<file path="config.mk">
export PLATFORM = sky130hd
export DESIGN_NAME = duplicate_packet_filter_top_flat
export DESIGN_NICKNAME = d
export VERILOG_FILES = /design/src/dpf_pkg.sv /design/src/dpf_if.sv /design/src/dpf_ram.sv /design/src/dpf_ctrl.sv /design/src/duplicate_packet_filter_top.sv /design/src/flat_wrapper.sv
export SDC_FILE = /design/constraint.sdc
export NUM_CORES = 2
export LEC_CHECK = 0
export ABC_CLOCK_PERIOD_IN_PS = 9560
export BUFFER_PORTS_ARGS = -buffer_cell sky130_fd_sc_hd__buf_4
export CAP_MARGIN = 20
export CORE_ASPECT_RATIO = 1.25
export CORE_MARGIN = 8
export CORE_UTILIZATION = 60
export CTS_CLUSTER_SIZE = 30
export DETAILED_ROUTE_END_ITERATION = 8
export PLACE_DENSITY = 0.76
export SYNTH_ARGS = -nofsm -noshare
export SYNTH_HDL_FRONTEND = slang
export SYNTH_SLANG_ARGS = --single-unit
</file>
<file path="constraint.sdc">
create_clock -name clk -period 9.56 [get_ports clk]
set_clock_uncertainty 0.05 [all_clocks]
set_input_delay 0.956 -clock clk [delete_from_list [all_inputs] [get_ports clk]]
set_output_delay 0.956 -clock clk [all_outputs]
set_load 0.05 [all_outputs]
</file>
<file path="src/dpf_pkg.sv">
// ----------------------------------------------------------------------------
// dpf_pkg
// Types and constants shared by the duplicate packet filter modules.
// ----------------------------------------------------------------------------
package dpf_pkg;

  localparam int ENTRIES   = 32;
  localparam int ID_W      = 32;
  localparam int SEQ_W     = 8;
  localparam int VERDICT_W = 3;
  localparam int IDX_W     = $clog2(ENTRIES);
  localparam int FILL_W    = $clog2(ENTRIES + 1);

  typedef struct packed {
    logic [ID_W-1:0]  id;
    logic [SEQ_W-1:0] seq;
  } entry_t;

  localparam int ENTRY_W = $bits(entry_t);

  typedef enum logic [VERDICT_W-1:0] {
    VERDICT_SEQ_ZERO  = 3'd0,
    VERDICT_PUBLIC    = 3'd1,
    VERDICT_NEW_SEQ   = 3'd2,
    VERDICT_DUPLICATE = 3'd3,
    VERDICT_STORED    = 3'd4
  } verdict_t;

  typedef enum logic [1:0] {
    S_IDLE,
    S_SEARCH,
    S_DONE
  } state_t;

endpackage

</file>
<file path="src/dpf_if.sv">
// ----------------------------------------------------------------------------
// dpf_in_if / dpf_out_if
// Valid/ready channels for received packets and filter results.
// ----------------------------------------------------------------------------
interface dpf_in_if;
  logic                     valid;
  logic                     ready;
  logic [dpf_pkg::ID_W-1:0]  sender_id;
  logic [dpf_pkg::SEQ_W-1:0] seq_num;

  modport source (output valid, output sender_id, output seq_num, input ready);
  modport sink   (input valid, input sender_id, input seq_num, output ready);
endinterface

interface dpf_out_if;
  logic                         valid;
  logic                         ready;
  logic                         forward;
  logic [dpf_pkg::VERDICT_W-1:0] verdict;

  modport source (output valid, output forward, output verdict, input ready);
  modport sink   (input valid, input forward, input verdict, output ready);
endinterface

</file>
<file path="src/dpf_ram.sv">
// ----------------------------------------------------------------------------
// dpf_ram
// Simple dual-port synchronous RAM, one write and one registered read port.
// ----------------------------------------------------------------------------
module dpf_ram #(
  parameter int DEPTH = 32,
  parameter int WIDTH = 40
) (
  input  logic                     clk,
  input  logic                     we,
  input  logic [$clog2(DEPTH)-1:0] waddr,
  input  logic [WIDTH-1:0]         wdata,
  input  logic                     re,
  input  logic [$clog2(DEPTH)-1:0] raddr,
  output logic [WIDTH-1:0]         rdata
);

  logic [WIDTH-1:0] mem [DEPTH];

  always_ff @(posedge clk) begin
    if (we) begin
      mem[waddr] <= wdata;
    end
  end

  always_ff @(posedge clk) begin
    if (re) begin
      rdata <= mem[raddr];
    end
  end

endmodule

</file>
<file path="src/dpf_ctrl.sv">
// ----------------------------------------------------------------------------
// dpf_ctrl
// Sequencer: walks the sender table, updates or inserts, registers the result.
// ----------------------------------------------------------------------------
module dpf_ctrl (
  input  logic                       clk,
  input  logic                       rst,
  dpf_in_if.sink                     pkt_in,
  dpf_out_if.source                  res_out,
  output logic                       ram_we,
  output logic [dpf_pkg::IDX_W-1:0]  ram_waddr,
  output dpf_pkg::entry_t            ram_wdata,
  output logic                       ram_re,
  output logic [dpf_pkg::IDX_W-1:0]  ram_raddr,
  input  dpf_pkg::entry_t            ram_rdata
);
  import dpf_pkg::*;

  state_t            state;
  state_t            state_next;
  logic [ID_W-1:0]   id_q;
  logic [SEQ_W-1:0]  seq_q;
  logic [IDX_W-1:0]  idx;
  logic [IDX_W-1:0]  ptr;
  logic [FILL_W-1:0] fill;
  verdict_t          verdict_q;
  logic              res_valid;
  logic              res_forward;
  verdict_t          res_verdict;

  logic trivial;
  logic idx_valid;
  logic hit;
  logic last;
  logic out_free;

  assign trivial   = (pkt_in.seq_num == '0) || (pkt_in.sender_id == '0);
  assign idx_valid = {1'b0, idx} < fill;
  assign hit       = idx_valid && (ram_rdata.id == id_q);
  assign last      = !hit && ((idx == IDX_W'(ENTRIES - 1)) ||
                              (({1'b0, idx} + FILL_W'(1)) >= fill));
  assign out_free  = !res_valid || res_out.ready;

  // next state
  always_comb begin
    state_next = state;
    unique case (state)
      S_IDLE: begin
        if (pkt_in.valid) begin
          state_next = trivial ? S_DONE : S_SEARCH;
        end
      end
      S_SEARCH: begin
        if (hit || last) begin
          state_next = S_DONE;
        end
      end
      S_DONE: begin
        if (out_free) begin
          state_next = S_IDLE;
        end
      end
      default: state_next = S_IDLE;
    endcase
  end

  // outputs
  always_comb begin
    pkt_in.ready = 1'b0;
    ram_re       = 1'b0;
    ram_raddr    = idx + IDX_W'(1);
    ram_we       = 1'b0;
    ram_waddr    = hit ? idx : ptr;
    ram_wdata    = '{id: id_q, seq: seq_q};
    unique case (state)
      S_IDLE: begin
        pkt_in.ready = 1'b1;
        ram_re       = pkt_in.valid && !trivial;
        ram_raddr    = '0;
      end
      S_SEARCH: begin
        ram_re = !hit && !last;
        ram_we = (hit && (ram_rdata.seq != seq_q)) || last;
      end
      S_DONE: begin
      end
      default: begin
      end
    endcase
  end

  always_ff @(posedge clk) begin
    if (rst) begin
      state     <= S_IDLE;
      ptr       <= '0;
      fill      <= '0;
      res_valid <= 1'b0;
    end else begin
      state <= state_next;
      if (state == S_SEARCH && last) begin
        ptr <= (ptr == IDX_W'(ENTRIES - 1)) ? '0 : ptr + IDX_W'(1);
        if (fill != FILL_W'(ENTRIES)) begin
          fill <= fill + FILL_W'(1);
        end
      end
      if (state == S_DONE && out_free) begin
        res_valid <= 1'b1;
      end else if (res_out.ready) begin
        res_valid <= 1'b0;
      end
    end
  end

  always_ff @(posedge clk) begin
    unique case (state)
      S_IDLE: begin
        if (pkt_in.valid) begin
          id_q      <= pkt_in.sender_id;
          seq_q     <= pkt_in.seq_num;
          idx       <= '0;
          verdict_q <= (pkt_in.seq_num == '0) ? VERDICT_SEQ_ZERO : VERDICT_PUBLIC;
        end
      end
      S_SEARCH: begin
        if (hit) begin
          verdict_q <= (ram_rdata.seq == seq_q) ? VERDICT_DUPLICATE : VERDICT_NEW_SEQ;
        end else if (last) begin
          verdict_q <= VERDICT_STORED;
        end else begin
          idx <= idx + IDX_W'(1);
        end
      end
      S_DONE: begin
        if (out_free) begin
          res_verdict <= verdict_q;
          res_forward <= (verdict_q != VERDICT_DUPLICATE);
        end
      end
      default: begin
      end
    endcase
  end

  assign res_out.valid   = res_valid;
  assign res_out.forward = res_forward;
  assign res_out.verdict = res_verdict;

endmodule

</file>
<file path="src/duplicate_packet_filter_top.sv">
// ----------------------------------------------------------------------------
// duplicate_packet_filter_top
// Marks repeated packets not to be forwarded by tracking the last sequence number per sender.
// ----------------------------------------------------------------------------
// One packet is handled at a time. A packet with sequence zero or sender id
// zero skips the table and goes straight to the result. Any other packet
// walks the sender table in RAM one entry per cycle, stopping at the first
// match or at the last filled entry; the single RAM read port sets this pace.
// The table starts empty after reset through a fill count, with no clearing
// pass. Results sit in an output register, so a result may wait on the sink
// while the block finishes its current lookup; a lookup that ends while the
// previous result still waits holds until the sink takes it.
module duplicate_packet_filter_top (
  input  logic      clk,
  input  logic      rst,
  dpf_in_if.sink    pkt_in,
  dpf_out_if.source res_out
);
  import dpf_pkg::*;

  logic             ram_we;
  logic [IDX_W-1:0] ram_waddr;
  entry_t           ram_wdata;
  logic             ram_re;
  logic [IDX_W-1:0] ram_raddr;
  entry_t           ram_rdata;
  logic [ENTRY_W-1:0] ram_rdata_raw;

  assign ram_rdata = entry_t'(ram_rdata_raw);

  dpf_ctrl u_ctrl (
    .clk       (clk),
    .rst       (rst),
    .pkt_in    (pkt_in),
    .res_out   (res_out),
    .ram_we    (ram_we),
    .ram_waddr (ram_waddr),
    .ram_wdata (ram_wdata),
    .ram_re    (ram_re),
    .ram_raddr (ram_raddr),
    .ram_rdata (ram_rdata)
  );

  dpf_ram #(
    .DEPTH (ENTRIES),
    .WIDTH (ENTRY_W)
  ) u_table (
    .clk   (clk),
    .we    (ram_we),
    .waddr (ram_waddr),
    .wdata (ram_wdata),
    .re    (ram_re),
    .raddr (ram_raddr),
    .rdata (ram_rdata_raw)
  );

endmodule
</file>
<file path="src/flat_wrapper.sv">
// flat-port wrapper written by rule: the top's interface ports become plain ports
module duplicate_packet_filter_top_flat import dpf_pkg::*;
  (clk, rst, pkt_in_valid, pkt_in_sender_id, pkt_in_seq_num, pkt_in_ready, res_out_valid, res_out_forward, res_out_verdict, res_out_ready);
  dpf_in_if pkt_in_i ();
  dpf_out_if res_out_i ();
  input  logic clk;
  input  logic rst;
  input wire logic [$bits(pkt_in_i.valid)-1:0] pkt_in_valid;
  input wire logic [$bits(pkt_in_i.sender_id)-1:0] pkt_in_sender_id;
  input wire logic [$bits(pkt_in_i.seq_num)-1:0] pkt_in_seq_num;
  output wire logic [$bits(pkt_in_i.ready)-1:0] pkt_in_ready;
  output wire logic [$bits(res_out_i.valid)-1:0] res_out_valid;
  output wire logic [$bits(res_out_i.forward)-1:0] res_out_forward;
  output wire logic [$bits(res_out_i.verdict)-1:0] res_out_verdict;
  input wire logic [$bits(res_out_i.ready)-1:0] res_out_ready;
  assign pkt_in_i.valid = pkt_in_valid;
  assign pkt_in_i.sender_id = pkt_in_sender_id;
  assign pkt_in_i.seq_num = pkt_in_seq_num;
  assign pkt_in_ready = pkt_in_i.ready;
  assign res_out_valid = res_out_i.valid;
  assign res_out_forward = res_out_i.forward;
  assign res_out_verdict = res_out_i.verdict;
  assign res_out_i.ready = res_out_ready;
  duplicate_packet_filter_top u_core (.clk(clk), .rst(rst), .pkt_in(pkt_in_i), .res_out(res_out_i));
endmodule
</file>
==> results.py <==
metrics = {
    "setup_path": {
        "crit_fanout": 29,
        "cp.required_ns": 9.84,
        "r2r_setup_slack_ns": 3.40,
        "rr_worst_depth": 10,
        "worstPathArrival_ns": 6.44,
        "timing.rr.start": "u_core.u_ctrl.idx[2]$_SDFFCE_PP0P_",
        "critPathLaunchType": "register",
        "r2r-end": "u_core.u_table.mem[29][0]$_DFFE_PP_",
        "worstSetupPathType": "reg2reg",
        "critPathCaptureType": "register",
    },
    "die": {
        "core_area_um2": 91200,
        "start_util_pct": 60.3,
        "die-area_um2": 102000,
        "dieWidth_um": 287,
        "num_rows": 124,
        "die_h_um": 355,
        "io_pins": 50,
    },
    "power": {
        "ir_drop_uv": 225,
        "p_per_area_nw_per_um2": 226,
        "power_leakage_nw": 19.1,
    },
    "synthesis": {
        "synth_compound_area_share_pct": 7.55,
        "synth_cell_types": 64,
        "synth_xor_area_share_pct": 0.682,
        "synth-adder-area-share_pct": 0.387,
        "synthTopCellsByArea": "edfxtp_1 75%, mux4_2 6.5%, nor3_1 1.5%, nor2_1 1.3%, a2111oi_0 1.3%",
        "syn-cell-area_um2": 55000,
        "synth_ff_type": "edfxtp_1",
        "yosys.area_share.simple_pct": 6.22,
        "yosys_warnings": 0,
        "synth_top_family_by_area": "compound AO/OA/AOI/OAI gates",
        "yosysMostFrequentCell": "edfxtp_1",
        "syn_inst": 3247,
        "synthDominantCellAreaShare_pct": 74.9,
        "synth_top_area_cell": "edfxtp_1",
        "synthArstFlopShare_pct": 0,
        "seq_area_frac_synth_pct": 75.4,
        "synth_edf_count": 1372,
        "syn_avg_cell_area_um2": 16.9,
        "synth_mux_area_share_pct": 6.64,
        "synth_common_cells": "1372 x edfxtp_1, 185 x nor2_1, 170 x inv_1",
        "synth_fp_nets": 3308,
        "yosys_register_bits": 1386,
    },
    "layout": {
        "layout-drive-gt1-share_pct": 15.9,
        "fin_nets": 3333,
        "syn_to_final_growth_pct": 11.1,
        "fin_area_um2": 61100,
        "utilization_pct": 67.0,
        "n_antenna_cell": 0,
        "multiInputGateArea_um2": 12400,
        "fillers": 5821,
        "regArea_um2": 41500,
    },
    "placed_design": {
        "hpwl_um": 79900,
        "place_congestion": 0.928,
        "place_area_um2": 57100,
        "pre_cts_slack_ns": 3.50,
        "io_buffers": 49,
    },
    "clocking": {
        "clk_pin_slew_worst_paths_ns": 0.07,
        "clock_latency_ns": 0.72,
        "cts_buffers": 121,
        "ctsResizeCount": 0,
        "cts_tree": "built",
        "cts.path.max_buffers": 3,
        "cts_max_level": 3,
        "post-cts-setup-buffer-count": 0,
        "ctsRootBufferMaster": "clkbuf_16",
        "cts_num_sinks": 1386,
        "hold_buffers": 0,
    },
    "timing": {
        "tightestPinTransition_ns": 1.21,
        "grt_setup_unrepaired": "no",
        "max_freq_mhz": 162,
        "layout_setup_ws_ns": 3.40,
        "timing.final.crit_share_pct": 64.4,
        "setup_viol": 0,
        "slew_viol_final": 0,
        "slew_headroom_pct": 19.0,
        "hold_viol_final": 0,
        "setup-tns-final_ns": 0,
        "layout_min_cycle_time_ns": 6.16,
    },
    "global_routing": {
        "gr-total-overflow": 0,
        "grt_first_pass_wirelength_um": 209000,
        "grt_pass1_vias": 32000,
        "grt_start_max_net_pins": 260,
        "gr-usage-all-layers_pct": 27.8,
        "antenna_found_initial": 2,
    },
    "routing": {
        "initialDrtViolationCount": 4378,
        "ant_nets": 0,
        "num_vias": 31900,
        "first_pass_iters": 8,
        "post_drt_wl_per_cell_um": 31.3,
        "wl_um": 143000,
        "remaining_drc_errors": 0,
        "via_per_inst": 6.96,
    },
    "worst_hold_path": {
        "holdPathStages": 1,
        "holdPathEnd": "u_core.u_ctrl.id_q[2]$_DFFE_PP_",
        "hold_start": "pkt_in_sender_id[2]",
        "hold_path.class": "in2reg",
    },
    "run": {
        "drv_cap": 0,
    },
    "run_status": {
        "status": "completed",
    },
}
metrics by stage:
stage                     instances  power, mW  hold slack [ns]
after global placement         4341       9.00            0.388
after global routing           4575       14.2            0.359
after CTS                      4570       13.8            0.345
after floorplan                3247       8.38            0.367
final                          4575       13.8            0.376
after detailed placement       4341       9.06            0.391
layer usage:
| metal | GRT usage (%) | up-vias | part of all wire [%] |
|---|---|---|---|
| li1 | - | 13200 | - |
| met1 | 35.2 | 16000 | 35 |
| met2 | 44.6 | 2256 | 48 |
| met3 | 5.04 | 416 | 10 |
| met4 | 17.4 | 0 | 6.8 |
| met5 | 0 | - | 0 |
layout make-up:
class	instances	share of cell area, %
Tap cell	1197	2.45
Clock buffer	146	5.16
Inverter	172	1.08
Sequential cell	1386	67.8
Clock inverter	83	1.26
Timing Repair Buffer	144	1.97
Multi-Input combinational cell	1447	20.2
sequential cells by signal (all words and copies together) (netlist names):
signal                         flops
u_core.u_ctrl.ptr                  5
u_core.u_ctrl.state                2
u_core.u_ctrl.fill                 6
u_core.u_table.mem              1280
u_core.u_ctrl.idx                  5
u_core.u_table.rdata              40
u_core.u_ctrl.res_out.verdict      3
u_core.u_ctrl.res_out.valid        1
u_core.u_ctrl.res_out.forward      1
u_core.u_ctrl.verdict_q            3
u_core.u_ctrl.seq_q                8
u_core.u_ctrl.id_q                32
how the worst max path moves through the flow:
stage | start | to | slack [ns]
after CTS | u_core.u_ctrl.idx[2]$_SDFFCE_PP0P_ | u_core.u_table.mem[30][33]$_DFFE_PP_ | 3.49
final | u_core.u_ctrl.idx[2]$_SDFFCE_PP0P_ | u_core.u_table.mem[29][0]$_DFFE_PP_ | 3.40
after detailed placement | u_core.u_ctrl.idx[2]$_SDFFCE_PP0P_ | u_core.u_table.mem[29][0]$_DFFE_PP_ | 3.50
after global placement | u_core.u_ctrl.idx[2]$_SDFFCE_PP0P_ | u_core.u_table.mem[3][17]$_DFFE_PP_ | 3.60
after floorplan | u_core.u_ctrl.idx[0]$_SDFFCE_PP0P_ | u_core.u_table.mem[27][0]$_DFFE_PP_ | 3.28
after global routing | u_core.u_ctrl.idx[2]$_SDFFCE_PP0P_ | u_core.u_table.mem[30][25]$_DFFE_PP_ | 3.18
cells in the final DEF, fill, tap and decap left out, types with 8 or more instances in the layout:
| master | n |
|---|---|
| clkinv_2 | 31 |
| inv_1 | 168 |
| nand4_1 | 8 |
| a21oi_1 | 13 |
| edfxtp_1 | 1372 |
| clkbuf_16 | 122 |
| nand3_1 | 104 |
| or3_1 | 85 |
| o21ai_0 | 90 |
| xor2_1 | 32 |
| nor2_1 | 183 |
| o31ai_4 | 17 |
| clkbuf_1 | 23 |
| a22oi_1 | 78 |
| buf_4 | 136 |
| clkinv_1 | 32 |
| nor3_1 | 162 |
| o311ai_0 | 13 |
| o311ai_1 | 67 |
| a2111oi_0 | 79 |
| nand3b_1 | 8 |
| o211ai_1 | 80 |
| nand2_1 | 20 |
| dfxtp_1 | 14 |
| bufinv_16 | 13 |
| and3_1 | 44 |
| ha_1 | 17 |
| xnor2_1 | 8 |
| nor4_1 | 21 |
| mux4_2 | 159 |
| a221oi_1 | 79 |
| o22ai_4 | 16 |
cell families (layout without fill, tap and decap cells):
family / count (synthesis) / count (layout)
AO/OA/AOI/OAI: 549 / 549
adder cells (fa/ha/maj): 17 / 17
buffers and inverters: 414 / 545
AND/OR/NAND/NOR: 674 / 674
multiplexers: 165 / 165
XOR/XNOR: 42 / 42
flip-flops: 1386 / 1386
where the power goes:
part	switching (mW)	internal (mW)
Combinational	1.31	0.639
Clock	2.15	2.70
Sequential	0.121	6.90
critical path, stage by stage (launching register included):
cell      delay (ns)
edfxtp_1        0.72
nand3_1         0.29
xor2_4          0.21
clkinv_2        0.48
ha_1            0.51
and3_1          0.16
o311ai_0        0.18
a21oi_1         0.60
nand3b_1        0.79
o31ai_4         1.10
buf_4           0.63
Power figures use the tool's default switching activity.
